**src/hdl/psd_pkg.sv**
```systemverilog
`default_nettype none
package psd_pkg;
    // Coordinate and derived widths
    localparam int CoordW = 16;
    localparam int DiffW  = 17;      // B - A, P - A
    localparam int SqW    = 35;      // |d|^2, always >= 0
    localparam int NumW   = 36;      // d . (P - A), signed
    localparam int TW     = 17;      // t in Q1.16, 65536 = 1
    localparam int FracW  = 16;      // quotient bits from the divider
    localparam int ErrW   = 38;      // offset component in 2^-20 units, signed
    localparam int MagW   = 25;      // magnitude in Q.8
    localparam int SumW   = 51;      // sum of squared magnitudes
    localparam int RadW   = 44;      // radicand = sum >> 8, padded to an even width
    localparam int DistW  = 17;
    localparam int DIV_CELLS  = FracW;
    localparam int SQRT_CELLS = 22;  // RadW / 2
    localparam int InW  = 6 * CoordW;
    localparam int OutW = 40;        // 35 bits packed, padded to bytes

    // Values handed from the setup stage down the divider row
    typedef struct packed {
        logic signed [DiffW-1:0] rx;
        logic signed [DiffW-1:0] ry;
        logic signed [DiffW-1:0] dx;
        logic signed [DiffW-1:0] dy;
        logic                    degen;
        logic                    sat_lo;
        logic                    sat_hi;
    } psd_geo_t;
endpackage
`default_nettype wire

```
**src/hdl/psd_sqrt_cell.sv**
```systemverilog
`default_nettype none
// One digit-by-digit square root step: produce one root bit per cell.
module psd_sqrt_cell
    import psd_pkg::*;
(
    input  wire logic             aclk,
    input  wire logic             en,
    input  wire logic [RadW-1:0]  rad_in,
    input  wire logic [RadW-1:0]  rem_in,
    input  wire logic [DistW+5:0] root_in,
    input  wire logic [TW:0]      side_in,
    output logic [RadW-1:0]       rad_out,
    output logic [RadW-1:0]       rem_out,
    output logic [DistW+5:0]      root_out,
    output logic [TW:0]           side_out
);
    logic [RadW+1:0] acc;
    logic [RadW+1:0] trial;
    logic            take;

    // Bring down two radicand bits and try root*4+1
    always_comb begin
        acc   = {rem_in, rad_in[RadW-1:RadW-2]};
        trial = {root_in, 2'b01};
        take  = (acc >= trial);
    end

    always_ff @(posedge aclk) begin
        if (en) begin
            rad_out  <= {rad_in[RadW-3:0], 2'b00};
            rem_out  <= take ? RadW'(acc - trial) : acc[RadW-1:0];
            root_out <= {root_in[DistW+4:0], take};
            side_out <= side_in;
        end
    end
endmodule
`default_nettype wire

```
**config.mk**
```make
export PLATFORM = sky130hd
export DESIGN_NAME = psd_sqrt_cell
export DESIGN_NICKNAME = d
export VERILOG_FILES = /design/src/hdl/psd_pkg.sv /design/src/hdl/psd_sqrt_cell.sv
export SDC_FILE = /design/constraint.sdc
export NUM_CORES = 1
export LEC_CHECK = 0
export ABC_AREA = 1
export BUFFER_PORTS_ARGS = -buffer_cell sky130_fd_sc_hd__buf_2
export CORE_ASPECT_RATIO = 0.7
export CORE_MARGIN = 4
export CORE_UTILIZATION = 45
export CTS_CLUSTER_SIZE = 8
export DETAILED_ROUTE_END_ITERATION = 8
export HOLD_SLACK_MARGIN = 0.03
export PLACE_DENSITY = 0.73
export RECOVER_POWER = 50
export SYNTH_ARGS = -nofsm -noshare
export SYNTH_HDL_FRONTEND = slang
export SYNTH_SLANG_ARGS = --single-unit
```
**constraint.sdc**
```tcl
create_clock -name aclk -period 3 [get_ports aclk]
set_input_delay 0.75 -clock aclk [delete_from_list [all_inputs] [get_ports aclk]]
set_output_delay 0.75 -clock aclk [all_outputs]
set_load 0.02 [all_outputs]
```
; ---- Word level (Yosys, flattened, before mapping)
; Cells that the tools add are included.
; Widths: inputs -> output; s select.
[classes]
n_addsub = 1
n_mul = 0
div = 0
magnitude_cmp = 1
eq_ne = 0
shift = 0
n_mux = 1
n_bitwise = 0
n_reduce_logical = 0
[ops]
columns = cell, count
row1 = $ge 46x25->1, 1
row2 = $mux 44, 1
row3 = $sub 44x25->44, 1
[word_totals]
reg_bits = 127
latch_bits = 0
mem_bits_rw = 0
mem_bits_ro = 0
in_bits = 131
output_inout_bits = 129
wordCells = 7
n_memories = 0

; ---- Depth between registers and ports, before layout
[logic_depth]
depth_word = 2
depth_mapped = 17
ltp_nobuf = 15

; ---- Worst setup path before layout
; OpenSTA, ideal clock, no wires.
[synth_timing]
path_kind = in2reg
start = in root_in[0]
end = reg rem_out[14] (data pin)
setup_ns = 0.257
arrival_ns = 2.225
required_time_ns = 2.743
slack_ns = 0.518
cell_stages = 16
path_buffers = 3
cell_sequence = inv_1 ha_1 clkbuf_2 nand3_1 nand2_2 nand2_1 nand2_2 nand2_1 nand2_2 nand2_2 nand3_2 inv_2 buf_6 buf_6 nand2_1 o21ai_2
[synth_between]
elab_chain_cells = 2
word_cells_on_any_way = 3
classes_between = add/sub: 1 / order compare: 1 / mux: 1
[synth_rtl]
columns = item, line
row1 = from (decl), psd_sqrt_cell.sv:10  ; input wire logic [DistW+5:0] root_in,
row2 = $sub 44x25->44 or $ge 46x25->1 (tied branches), "psd_sqrt_cell.sv:31, psd_sqrt_cell.sv:25"
row3 = $mux 44 *, psd_sqrt_cell.sv:31  ; rem_out <= take ? RadW'(acc - trial) : acc[RadW-1:0];
row4 = to (signal assigned), psd_sqrt_cell.sv:31
row5 = to (decl), psd_sqrt_cell.sv:13  ; output logic [RadW-1:0] rem_out,
; Every way passes the cells marked *; elsewhere a longest branch is shown, timed or not.
; A chain may end at the register's enable or synchronous reset.

; ---- Worst setup path in the final report
[layout_timing]
start = in en
end = reg side_out[11], enable pin
[layout_rtl]
columns = item, line
row1 = from (decl), psd_sqrt_cell.sv:7  ; input wire logic en,
row2 = to (signal assigned), psd_sqrt_cell.sv:33  ; side_out <= side_in;
row3 = to (decl), psd_sqrt_cell.sv:15  ; output logic [TW:0] side_out
; No word-level cell between the ends.

==> flow_metrics.tcl <==
set metrics [dict create \
    run_status "finished, violations left" \
    violations "capacitance limit, slew limit" \
    antenna_left 0 \
    maxCapViolations 1 \
    rsz0062_at_grt "no" \
    cp_max_fo 34 \
    power_frac_seq_pct 40.8 \
    synth.avg_cell_area_sq_um 8.42 \
    required_ns 3.07 \
    cts.clk_slew.worst_paths_ns 0.06 \
    die_y_um 114 \
    cts_num_sinks 127 \
    finalPower_w 0.00539 \
    drt-initial-drc-count 516 \
    setup_viol 0 \
    port-buffer-count 257 \
    place.gp.congestion 1.01 \
    synth_seq_area_share_pct 53.0 \
    dp_cells 1313 \
    root_buffer "clkbuf_16" \
    start_util_pct 46.1 \
    pwr-share-clk_pct 39.3 \
    fin_crit_sh_pct 90.2 \
    drt_pass1_iterations 5 \
    cp.buffers_inverters 2 \
    slowest_delay_ns 1.44 \
    crit_chain "clkbuf_1 > clkbuf_2" \
    final_cell_count_no_fill 1345 \
    hold_violations 0 \
    fmax_mhz 370 \
    dp_hpwl_um 17500 \
    criticalPathCategory "in -> reg" \
    p_leak_nw 4.48 \
    grt_pass1_vias 6251 \
    yosysWarnings 0 \
    slew_violations 33 \
    cp-end-kind "register" \
    grt_pass1_wl_um 33100 \
    crit_family "buffers and inverters" \
    tightest_slew_ns 2.05 \
    drive_above_1_share_pct 27.3 \
    die_w_um 159 \
    cts_setup_buffers 0 \
    io_pins 260 \
    vias_per_cell 4.92 \
    cts_made_buffers 17 \
    slew_headroom_pct -36.9 \
    syn_inst 854 \
    cts_resized 0 \
    slowest_stage "clkbuf_1" \
    syn2layout_area_growth_pct 30.1 \
    hold_buffers 0 \
    yosysUniqueCellTypes 27 \
    hp-class "in -> reg" \
    grt_overflow 0 \
    pwr-share-comb_pct 19.9 \
    drc_errors 0 \
    cts_tree "done" \
    vdd_drop_max_mv 0.339 \
    layout.nets 1288 \
    grt_max_degree 44 \
    grt_antenna_before_repair 0 \
    synth-seq-cells 127 \
    p_sw_share_pct 30.2 \
    htree_levels 4 \
    routedWlPerCell_um 16.0 \
    intPower_w 0.00377 \
    switchingPower_w 0.00163 \
    num_rows 38 \
    coreArea_sq_um 15600 \
    track_usage_pct 23.4 \
    syn_area_sq_um 7190 \
    worstPathArrival_ns 2.78 \
    routed_wl_um 21500 \
    powerDensity_nw_per_um2 577 \
    dieArea_sq_um 18100 \
    diodes 0 \
    cts_max_path_buffers 2 \
    num_vias 6617 \
    cp-start-kind "input port" \
    layout_min_cycle_time_ns 2.70 \
    final.setup.tns_ns 0 \
]
==> power by group through the flow <==
| stage | sequential, W | combinational (W) | clock [W] |
|---|---|---|---|
| floorplan | 0.00246 | 0.000400 | 0 |
| global placement | 0.00223 | 0.00106 | 0 |
| detailed placement | 0.00224 | 0.00107 | 0 |
| CTS | 0.00220 | 0.00107 | 0.00216 |
| global route | 0.00222 | 0.00117 | 0.00224 |
| finish | 0.00220 | 0.00108 | 0.00212 |
==> cell families (layout without fill, tap and decap cells) <==
logic type,count (synthesis),in the layout,synth area share (%)
DFF,127,127,53.0
xor gates and xnor gates,23,23,2.80
buffers and inverters,162,452,9.03
adders and majority gates,25,25,4.35
AOI/OAI and AO/OA,58,58,4.98
other,1,2,0.0522
and+or+nand+nor,458,458,25.8
==> path summary, 6_finish.rpt <==
check  slack [ns]       start            to  cells past startpoint
max          0.30          en  side_out[11]                      2
min          0.50  side_in[7]   side_out[7]                      1
==> cell usage in the layout, fill, tap and decap left out, types with 6 or more instances in the layout <==
cell type and count:
xor2_1 8, nand2_1 281, buf_4 7, xnor2_1 15, o21ai_0 18, inv_1 147, edfxtp_1 127, a21oi_2 14
nand4_1 14, nand3_1 51, nor2_1 99, ha_1 25, clkbuf_1 13, a21oi_1 16, o21ai_1 6, buf_2 244
clkbuf_16 17
==> through the flow <==
stage / utilization [%] / hold WS (ns) / cell area (sq um) / setup WS, ns
after global routing: 60.0 / 0.486 / 9350 / 0.0694
after detailed placement: 56.3 / 0.928 / 8770 / -0.0257
final: 60.0 / 0.501 / 9350 / 0.295
after floorplan: - / 0.849 / 7190 / 0.518
after CTS: 60.1 / 0.486 / 9380 / 0.434
after global placement: 56.3 / 0.926 / 8770 / -0.0181
==> metal layers <==
layer  share of wire (%)  wire length [um]  track usage, %
met2                  44              9390            35.5
met5                   0                 0               0
met1                  44              9520            33.2
met3                  11              2380            7.58
met4                 1.2               248            5.14
==> final cells by class <==
cell class | instances | area [sq um]
timing repair buffer | 268 | 1390
clock buffer | 17 | 425
clock inverter | 15 | 175
multi-input combinational | 566 | 2730
tap | 200 | 250
inverter | 152 | 571
sequential | 127 | 3810
fill | 1464 | 6240
==> state kept, by name, summed over array words and instances (netlist names) <==
signal,cells
rem_out,44
rad_out,42
root_out,23
side_out,18
==> Yosys cell counts <==
| library cell | n | area, sq um |
|---|---|---|
| nand2_1 | 281 | 1050 |
| inv_1 | 147 | 552 |
| edfxtp_1 | 127 | 3810 |
| nor2_1 | 99 | 372 |
| nand3_1 | 51 | 255 |
| ha_1 | 25 | 313 |
| o21ai_0 | 18 | 90.1 |
| a21oi_1 | 16 | 80.1 |
| xnor2_1 | 15 | 131 |
| a21oi_2 | 14 | 123 |
| nand4_1 | 14 | 87.6 |
| xor2_1 | 8 | 70.1 |
| o21ai_1 | 6 | 30.0 |
| buf_6 | 4 | 45.0 |
| inv_2 | 4 | 15.0 |
| nand2_2 | 4 | 25.0 |
| nor3_1 | 4 | 20.0 |
| o21ai_2 | 4 | 35.0 |
| and2_1 | 2 | 12.5 |
| buf_2 | 2 | 10.0 |
| buf_4 | 2 | 15.0 |
| nand3b_1 | 2 | 15.0 |
| clkbuf_1 | 1 | 3.75 |
| clkbuf_2 | 1 | 5.00 |
| clkinv_1 | 1 | 3.75 |
| conb_1 | 1 | 3.75 |
| nand3_2 | 1 | 10.0 |
Power figures use the tool's default switching activity.
