===== config.mk =====
export PLATFORM = sky130hd
export DESIGN_NAME = psd_div_cell
export DESIGN_NICKNAME = d
export VERILOG_FILES = /design/src/hdl/psd_pkg.sv /design/src/hdl/psd_div_cell.sv
export SDC_FILE = /design/constraint.sdc
export NUM_CORES = 1
export LEC_CHECK = 0
export BUFFER_PORTS_ARGS = -buffer_cell sky130_fd_sc_hd__buf_4
export CORE_MARGIN = 8
export CORE_UTILIZATION = 51
export CTS_CLUSTER_DIAMETER = 30
export DETAILED_ROUTE_END_ITERATION = 16
export HOLD_SLACK_MARGIN = 0.05
export PLACE_DENSITY_LB_ADDON = 0.3
export SLEW_MARGIN = 20
export SYNTH_ARGS = -nofsm -noshare
export SYNTH_HDL_FRONTEND = slang
export SYNTH_SLANG_ARGS = --single-unit
export TNS_END_PERCENT = 20

===== constraint.sdc =====
create_clock -name aclk -period 6.9 [get_ports aclk]
set_input_delay 1.035 -clock aclk [delete_from_list [all_inputs] [get_ports aclk]]
set_output_delay 1.035 -clock aclk [all_outputs]
set_load 0.01 [all_outputs]

===== src/hdl/psd_pkg.sv =====
`default_nettype none
package psd_pkg;
    // Coordinate and derived widths
    localparam int CoordW = 16;
    localparam int DiffW  = 17;      // B - A, P - A
    localparam int SqW    = 35;      // |d|^2, always >= 0
    localparam int NumW   = 36;      // d . (P - A), signed
    localparam int TW     = 17;      // t in Q1.16, 65536 = 1
    localparam int FracW  = 16;      // quotient bits from the divider
    localparam int ErrW   = 38;      // offset component in 2^-20 units, signed
    localparam int MagW   = 25;      // magnitude in Q.8
    localparam int SumW   = 51;      // sum of squared magnitudes
    localparam int RadW   = 44;      // radicand = sum >> 8, padded to an even width
    localparam int DistW  = 17;
    localparam int DIV_CELLS  = FracW;
    localparam int SQRT_CELLS = 22;  // RadW / 2
    localparam int InW  = 6 * CoordW;
    localparam int OutW = 40;        // 35 bits packed, padded to bytes

    // Values handed from the setup stage down the divider row
    typedef struct packed {
        logic signed [DiffW-1:0] rx;
        logic signed [DiffW-1:0] ry;
        logic signed [DiffW-1:0] dx;
        logic signed [DiffW-1:0] dy;
        logic                    degen;
        logic                    sat_lo;
        logic                    sat_hi;
    } psd_geo_t;
endpackage
`default_nettype wire


===== src/hdl/psd_div_cell.sv =====
`default_nettype none
// One restoring division step: produce one quotient bit per cell.
module psd_div_cell
    import psd_pkg::*;
(
    input  wire logic               aclk,
    input  wire logic               en,
    input  wire logic [SqW:0]       rem_in,
    input  wire logic [SqW-1:0]     den_in,
    input  wire logic [FracW-1:0]   q_in,
    input  wire psd_geo_t           geo_in,
    output logic [SqW:0]            rem_out,
    output logic [SqW-1:0]          den_out,
    output logic [FracW-1:0]        q_out,
    output psd_geo_t                geo_out
);
    logic [SqW+1:0] shifted;
    logic [SqW+1:0] diff;
    logic           take;

    // Shift the partial remainder and try to subtract the divisor
    always_comb begin
        shifted = {rem_in, 1'b0};
        diff    = shifted - {2'b00, den_in};
        take    = (shifted >= {2'b00, den_in});
    end

    always_ff @(posedge aclk) begin
        if (en) begin
            rem_out <= take ? diff[SqW:0] : shifted[SqW:0];
            den_out <= den_in;
            q_out   <= {q_in[FracW-2:0], take};
            geo_out <= geo_in;
        end
    end
endmodule
`default_nettype wire


* Word level (Yosys, flattened, before mapping)
Index checks and enable logic that the tools add are counted.
Operators by class: multipliers 0, bitwise gates (word level) 0, shift-type cells 0, equal/unequal tests 0, $add $sub $neg 1, div/mod/pow operators 0, magnitude comparators 1, reduce and logical (&&, ||, !) cells 0, muxes and demuxes 1
Operators by type and width (count):
- $ge 37x35->1 | 1
- $mux 36 | 1
- $sub 36x35->36 | 1
Word-level totals: bits of input ports 160, bits in registers 158, latch bits 0, ROM bits 0, memories 0, logic and storage cells 14, bits in writable memories 0

* Logic depth before layout (Yosys ltp)
Gate-level depths: netlist of run 1.
depth in word-level cells 2, depth in mapped cells 14, gate-level depth less buffers 11

* Worst setup path before layout of run 1
Ideal clock, no wire load.
path kind input-to-reg, start in den_in[2], end reg rem_out[34] (data pin), stages on the path 11, setup time 260 ps, arrival 3331 ps, required time 6640 ps, path slack 3309 ps, cells stage by stage inv_1 > ha_1 > nor2b_4 > o31a_1 > a2111oi_2 > nor3_1 > nand2b_4 > a311oi_4 > o31ai_1 > xor2_1 > mux2_4
On the way: cells in the longest elaborated chain, start to end 2, elaborated cells between the ends (all ways) 3, classes of those cells add/sub: 1; order compare: 1; mux: 1
Ends and longest elaborated chain:
- start: declaration | RTL line psd_div_cell.sv:9 | input wire logic [SqW-1:0] den_in,
- $sub 36x35->36 / $ge 37x35->1 (equally long branches) | RTL line psd_div_cell.sv:24, psd_div_cell.sv:25
- $mux 36 (*) | RTL line psd_div_cell.sv:30 | rem_out <= take ? diff[SqW:0] : shifted[SqW:0];
- end signal: assignment | RTL line psd_div_cell.sv:30
- end: declaration | RTL line psd_div_cell.sv:12 | output logic [SqW:0] rem_out,
Mark *: on every way between the ends. The rest lies on a longest branch, timed or not. A chain may end at the register's enable or synchronous reset.

* Worst setup path in the final report of run 1
start in rem_in[5], end reg rem_out[35] (data pin)
On the way: cells in the longest elaborated chain, start to end 2, elaborated cells between the ends (all ways) 3, classes of those cells add/sub: 1; order compare: 1; mux: 1
Ends and longest elaborated chain:
- start: declaration | RTL line psd_div_cell.sv:8 | input wire logic [SqW:0] rem_in,
- $sub 36x35->36 / $ge 37x35->1 (equally long branches) | RTL line psd_div_cell.sv:24, psd_div_cell.sv:25
- $mux 36 (*) | RTL line psd_div_cell.sv:30
Marks and branches as above.

==> out/qor.csv, run 1 <==
metric;value;unit
multi-input logic area;2190;µm²
Die H;135;µm
top-area cell type share of the netlist area;0.660;
ANT cells;0;
Vias;5465;
setup TNS;0;ns
Cell Count Post-Placement;1010;
cts bufs inserted;17;
post-synthesis cell type count;52;
area delta synth->final;43.5;%
worst hold path type;primary input to register;
nets@finish;1046;
max-slew violation count;0;
first-pass GRT wire length;31100;µm
Ys Warns;0;
critical path endpoint category;register;
Setup WS post-layout;2.80;ns
pwr dens;255;nW/µm²
Max Clk Rate;0.244;GHz
hold_buf cts;0;
Worst Path Buf+Inv;2;
CP Max Fanout;24;
number of synthesized register bits;158;
ys async rst share;0;
initial antenna violation count;0;
CP cell instances;buf_4 > ha_1 > nand4_1 > nor2_1 > a21boi_0 > o21ai_1 > a41oi_2 > a31oi_2 > o21ai_4 > buf_4 > o311ai_0 > xnor2_1;
IO Port Bufs;316;
Peak VDD IR;0.175;mV
CTS tree;done;
fillers;926;
DR pass1 iterations;6;
Fin Hold WS;0.783;ns
GRT Total Usage;0.227;
top cells by area, synth;edfxtp_1 (66%), ha_1 (6.1%), a21oi_1 (4.2%);
Post-synth EDFFs;158;
commonest non-fill, non-tap cell in the layout;buf_4;
HPWL Detailed;16800;µm
Mapped Area;7190;µm²
data arrival time of the worst path;4.26;ns
Crit path max-delay family;compound AO/OA/AOI/OAI gates;
Post-DRT Antenna Nets;0;
post-CTS setup repair buffer count;0;
dpl cell area;9720;µm²
Avg Inst Size Synth;13.7;µm²
CTS H-tree depth;4;
IO Count;318;
share of cells above drive strength 1;0.432;
Overflow after GRT;0;
# DRC;0;
clk root buf;clkbuf_16;
fin crit share;0.594;
post-layout min period;4.10;ns
Routability Congestion;0.832;
Max transition margin;0.560;
pre-CTS setup slack;2.35;ns
CTS Buffer Depth;2;
Setup-failing EPs final;0;
dominant cell type by area after synthesis;edfxtp_1;
die footprint;18200;µm²
vias in the first global route;5452;
WP data required;7.07;ns
critical path's largest stage delay;0.41;ns
core area;13800;µm²
Final Hold Violating Endpoints;0;
Site Rows;43;
MaxCap Viol Count;0;
DIE WIDTH;135;µm
cell leakage power;4.49;nW
Avg WL per Cell;20.5;µm
# resized after CTS;0;
commonest non-fill, non-tap cells in the layout;buf_4 (319), edfxtp_1 (158), a21oi_1 (60);
Initial Utilization;0.520;
most common flop cell mapped by yosys;edfxtp_1;
Sink Count;158;
slowest stage cell, crit path;ha_1;
DRT Wirelength;21400;µm
vias per std cell;5.24;
Sequential Area;4740;µm²
largest net degree at the start of global routing;89;
Finished Layout Cells;1043;
post-route cell area;10300;µm²
share of the yosys chip area belonging to registers;0.660;
crit path kind;primary input to register;
most used cell, CP;buf_4;
Syn Inst Count;526;
DRT iter0 DRCs;300;
Worst Max-Slew Pin Slew;0.659;ns
Syn Nets;722;
run status;finished clean;
critical path startpoint category;primary input;
RSZ-0062 raised after global routing;no;
Clk pin slew, worst setup/hold paths;0.06;ns
## report_power, final
group | switching [mW] | total (mW) | internal, mW
Clock | 0.392 | 0.894 | 0.502
Sequential | 0.0286 | 1.20 | 1.17
Combinational | 0.265 | 0.536 | 0.272
Total | 0.685 | 2.63 | 1.95
## state kept, by name, summed over array words and instances, names as in the netlist
name	count
geo_out	71
rem_out	36
den_out	35
q_out	16
## kinds of logic after synthesis
kind of cell / count (synthesis) / share of synthesized area
AO/OA/AOI/OAI: 128 / 0.112
multiplexers: 12 / 0.0193
buffers and inverters: 58 / 0.0365
flip-flops: 158 / 0.660
AND/OR/NAND/NOR: 101 / 0.0679
XOR/XNOR: 33 / 0.0402
adder cells (fa/ha/maj): 36 / 0.0637
## cell usage after synthesis (2+ instances only)
library cell / n
edfxtp_1: 158
a21oi_1: 60
inv_1: 42
nor2_1: 37
ha_1: 35
xnor2_1: 21
o21ai_0: 19
nand2_1: 18
nand3_1: 14
a21o_1: 13
xor2_1: 12
mux2_2: 11
nand4_1: 9
nor2b_1: 7
o21bai_1: 6
clkbuf_1: 5
nor3_1: 5
o21a_1: 5
buf_2: 4
a21boi_0: 3
a31oi_1: 3
o211ai_1: 3
and3_1: 2
buf_4: 2
buf_6: 2
nand2b_1: 2
o31a_1: 2
o31ai_1: 2
## routing by layer
layer  share of wire  track usage
met1            0.35        0.236
met2            0.53        0.406
met3           0.099       0.0862
met4           0.022       0.0867
met5               0            0
## worst paths after layout
check / startpoint / end / slack (ns) / cells after the start
setup / recovery: rem_in[5] / rem_out[35] / 2.80 / 12
hold / removal: geo_in[48] / geo_out[48] / 0.78 / 1
## metrics by stage
stage | utilization | power, mW
global placement | 0.703 | 1.74
finish | 0.746 | 2.63
detailed placement | 0.703 | 1.76
floorplan | - | 1.47
CTS | 0.744 | 2.65
global route | 0.746 | 2.73
## layout make-up
type	count	area share
Sequential cell	158	0.460
Timing Repair Buffer	321	0.236
Multi-Input combinational cell	310	0.212
Clock buffer	18	0.0416
Tap cell	180	0.0218
Inverter	42	0.0153
Clock inverter	14	0.0131
(Power assumes the default switching activity.)
==> run 2, diff against run 1 <==
--- a/config.mk
+++ b/config.mk
@@ -5,9 +5,10 @@
 export SDC_FILE = /design/constraint.sdc
 export NUM_CORES = 1
 export LEC_CHECK = 0
+export ABC_AREA = 1
 export BUFFER_PORTS_ARGS = -buffer_cell sky130_fd_sc_hd__buf_4
 export CORE_MARGIN = 8
-export CORE_UTILIZATION = 51
+export CORE_UTILIZATION = 44
 export CTS_CLUSTER_DIAMETER = 30
 export DETAILED_ROUTE_END_ITERATION = 16
 export HOLD_SLACK_MARGIN = 0.05
==> constraint.sdc (replaced) <==
create_clock -name aclk -period 3.5 [get_ports aclk]
set_input_delay 0.525 -clock aclk [delete_from_list [all_inputs] [get_ports aclk]]
set_output_delay 0.525 -clock aclk [all_outputs]
set_load 0.01 [all_outputs]
==> run 2 against run 1 <==
Effect of this change:
- sequential share of layout area decreased by 3.9 points
- cell count increased by 35%
- combinational power increased by 110%
- via count increased by 22%
- synthesized area increased by 11%
- clock power increased by 130%
- critical endpoint is now rem_out[0]
==> out/qor.csv, run 2 <==
metric;value;unit;change
run status;finished clean;;
HPWL Detailed;20700;µm;+23%
Setup-failing EPs final;0;;unchanged
top-count cell post-synth;nand2_1;;
Ys Warns;0;;unchanged
P_sw;1.52;mW;+120%
CTS tree;done;;
Routability Congestion;0.947;;+14%
Comb power frac;0.204;;about the same
# DRC;0;;unchanged
Overflow after GRT;0;;unchanged
post-synthesis cell type count;26;;-50%
Max transition margin;0.630;;+0.0692
Avg WL per Cell;18.2;µm;-11%
Syn Nets;1032;;+43%
Worst Max-Slew Pin Slew;0.556;ns;-0.104 ns
Initial Utilization;0.447;;-0.0731
ys async rst share;0;;unchanged
vias in the first global route;6860;;+26%
worst hold path type;primary input to register;;
CTS H-tree depth;4;;unchanged
post-CTS setup repair buffer count;0;;unchanged
WHS Endpoint;geo_out[63];;
cts bufs inserted;17;;unchanged
Post-DRT Antenna Nets;0;;unchanged
biggest regs;geo_out: 71 flops, rem_out: 36 flops, den_out: 35 flops;;
cell leakage power;5.53;nW;+23%
Final Hold Violating Endpoints;0;;unchanged
nets@finish;1363;;+30%
Vias;6685;;+22%
core area;17900;µm²;+29%
hold_sp;geo_in[63];;
top-area cell type share of the netlist area;0.593;;-0.0669
Avg Inst Size Synth;9.57;µm²;-30%
WP data required;3.66;ns;-3.41 ns
data arrival time of the worst path;2.55;ns;-1.71 ns
critical path launch point;den_in[20];;
commonest non-fill, non-tap cells in the layout;buf_4 (316), nand2_1 (302), edfxtp_1 (158);;
dominant cell type by area after synthesis;edfxtp_1;;
Internal;4.03;mW;+110%
Max Clk Rate;0.419;GHz;
pre-CTS setup slack;0.685;ns;-1.67 ns
critical path startpoint category;primary input;;
setup TNS;0;ns;unchanged
share of power burned in registers;0.424;;-0.032
commonest non-fill, non-tap cell in the layout;buf_4;;
Setup WS post-layout;1.12;ns;-1.69 ns
top cells by area, synth;edfxtp_1 (59%), nand2_1 (14%), inv_1 (6.5%);;
clk root buf;clkbuf_16;;
Total Power;5.54;mW;+110%
initial antenna violation count;1;;+1
most flop-heavy register;geo_out;;
Post-synth EDFFs;158;;unchanged
number of synthesized register bits;158;;unchanged
IO Count;318;;unchanged
hold_buf cts;0;;unchanged
max-slew violation count;0;;unchanged
MaxCap Viol Count;0;;unchanged
Syn Inst Count;836;;+59%
CTS Buffer Depth;2;;unchanged
vias per std cell;4.74;;-9.5%
max reg flops;71;;unchanged
RSZ-0062 raised after global routing;no;;
pwr dens;491;nW/µm²;+93%
post-layout min period;2.38;ns;
DR pass1 iterations;5;;-1
hold depth;1;;unchanged
Mapped Area;8000;µm²;+11%
sw frac;0.274;;+0.0132
DRT Wirelength;25700;µm;+20%
GRT Total Usage;0.223;;-0.00453
critical path endpoint category;register;;
die footprint;22800;µm²;+25%
Clk pwr share;0.372;;+0.032
Clk pin slew, worst setup/hold paths;0.07;ns;about the same
crit path kind;primary input to register;;
commonest cells in the netlist;nand2_1 (302), edfxtp_1 (158), inv_1 (138);;
Sink Count;158;;unchanged
share of cells above drive strength 1;0.308;;-0.125
IO Port Bufs;316;;unchanged
area delta synth->final;41.0;%;
DIE WIDTH;151;µm;+12%
largest net degree at the start of global routing;68;;-24%
first-pass GRT wire length;38300;µm;+23%
most common flop cell mapped by yosys;edfxtp_1;;
Peak VDD IR;0.325;mV;+86%
Die H;151;µm;+12%
Site Rows;49;;+14%
# resized after CTS;0;;unchanged
fin crit share;0.681;;
DRT iter0 DRCs;335;;+12%
CP Max Fanout;37;;+54%
share of the yosys chip area belonging to registers;0.593;;-0.0669
[run 2: cell types whose count changed after synthesis, moves of 13 or more]
cell,previous run,this run
o21ai_0,19,6
inv_1,42,138
xnor2_1,21,1
nor2_1,37,57
nand3_1,14,39
a21oi_1,60,27
nand2_1,18,302
[run 2: critical path, cell delays in order]
cell and delay (ns):
buf_4 0.09, inv_1 0.05, ha_1 0.35, nand2_2 0.14, inv_1 0.05, nand2_1 0.05, nand2_1 0.09, a21oi_1 0.24
nand3_2 0.22, nand3_4 0.13, nand2_8 0.18, inv_4 0.36, nor2_2 0.05
[run 2: worst max path at each step]
stage                     cells past startpoint  slack (ns)           to
after CTS                                    13        1.11  rem_out[35]
final                                        13        1.12   rem_out[0]
after global placement                       14        0.70  rem_out[30]
after floorplan                              14        1.35  rem_out[34]
after global routing                         14        0.88  rem_out[15]
after detailed placement                     14        0.68  rem_out[15]
[run 2: layout make-up]
type	count	area [µm²]
diodes	1	2.50
well taps	229	287
fillers	1534	6620
flip-flops and latches	158	4740
inverters	139	524
repair buffers	318	2400
clock inverters	15	225
clock buffers	17	425
multi-input cells	533	2670
[run 2: power groups by stage]
stage / sequential [mW] / clock (mW) / combinational [mW]
2_1_floorplan: 2.49 / 0 / 0.434
3_3_place_gp: 2.38 / 0 / 1.12
3_5_place_dp: 2.39 / 0 / 1.14
4_1_cts: 2.35 / 2.09 / 1.15
5_1_grt: 2.37 / 2.16 / 1.25
6_report: 2.35 / 2.06 / 1.13
[run 2: per-layer routing]
layer  wire, µm  up-vias  part of all wire  global-route usage
met3       2470       27             0.096              0.0684
met2      13300      259              0.52               0.410
met4        416        0             0.016              0.0688
met1       9440     3030              0.37               0.239
met5          0        -                 0                   0
li1           -     3369                 -                   -
[run 2: kinds of logic after synthesis]
kind of cell,after synthesis,share of synthesized area
flip-flops,158,0.593
adder cells (fa/ha/maj),36,0.0572
AO/OA/AOI/OAI,44,0.0313
AND/OR/NAND/NOR,434,0.225
buffers and inverters,145,0.0730
XOR/XNOR,19,0.0208
[run 2: stage by stage]
| stage | hold slack (ns) | cells | instance area, µm² | utilization |
|---|---|---|---|---|
| floorplan | 0.624 | 836 | 8000 | - |
| finish | 0.273 | 1410 | 11300 | 0.630 |
| global placement | 0.703 | 1377 | 10600 | 0.594 |
| detailed placement | 0.704 | 1377 | 10600 | 0.594 |
| CTS | 0.253 | 1409 | 11300 | 0.630 |
| global route | 0.256 | 1410 | 11300 | 0.630 |
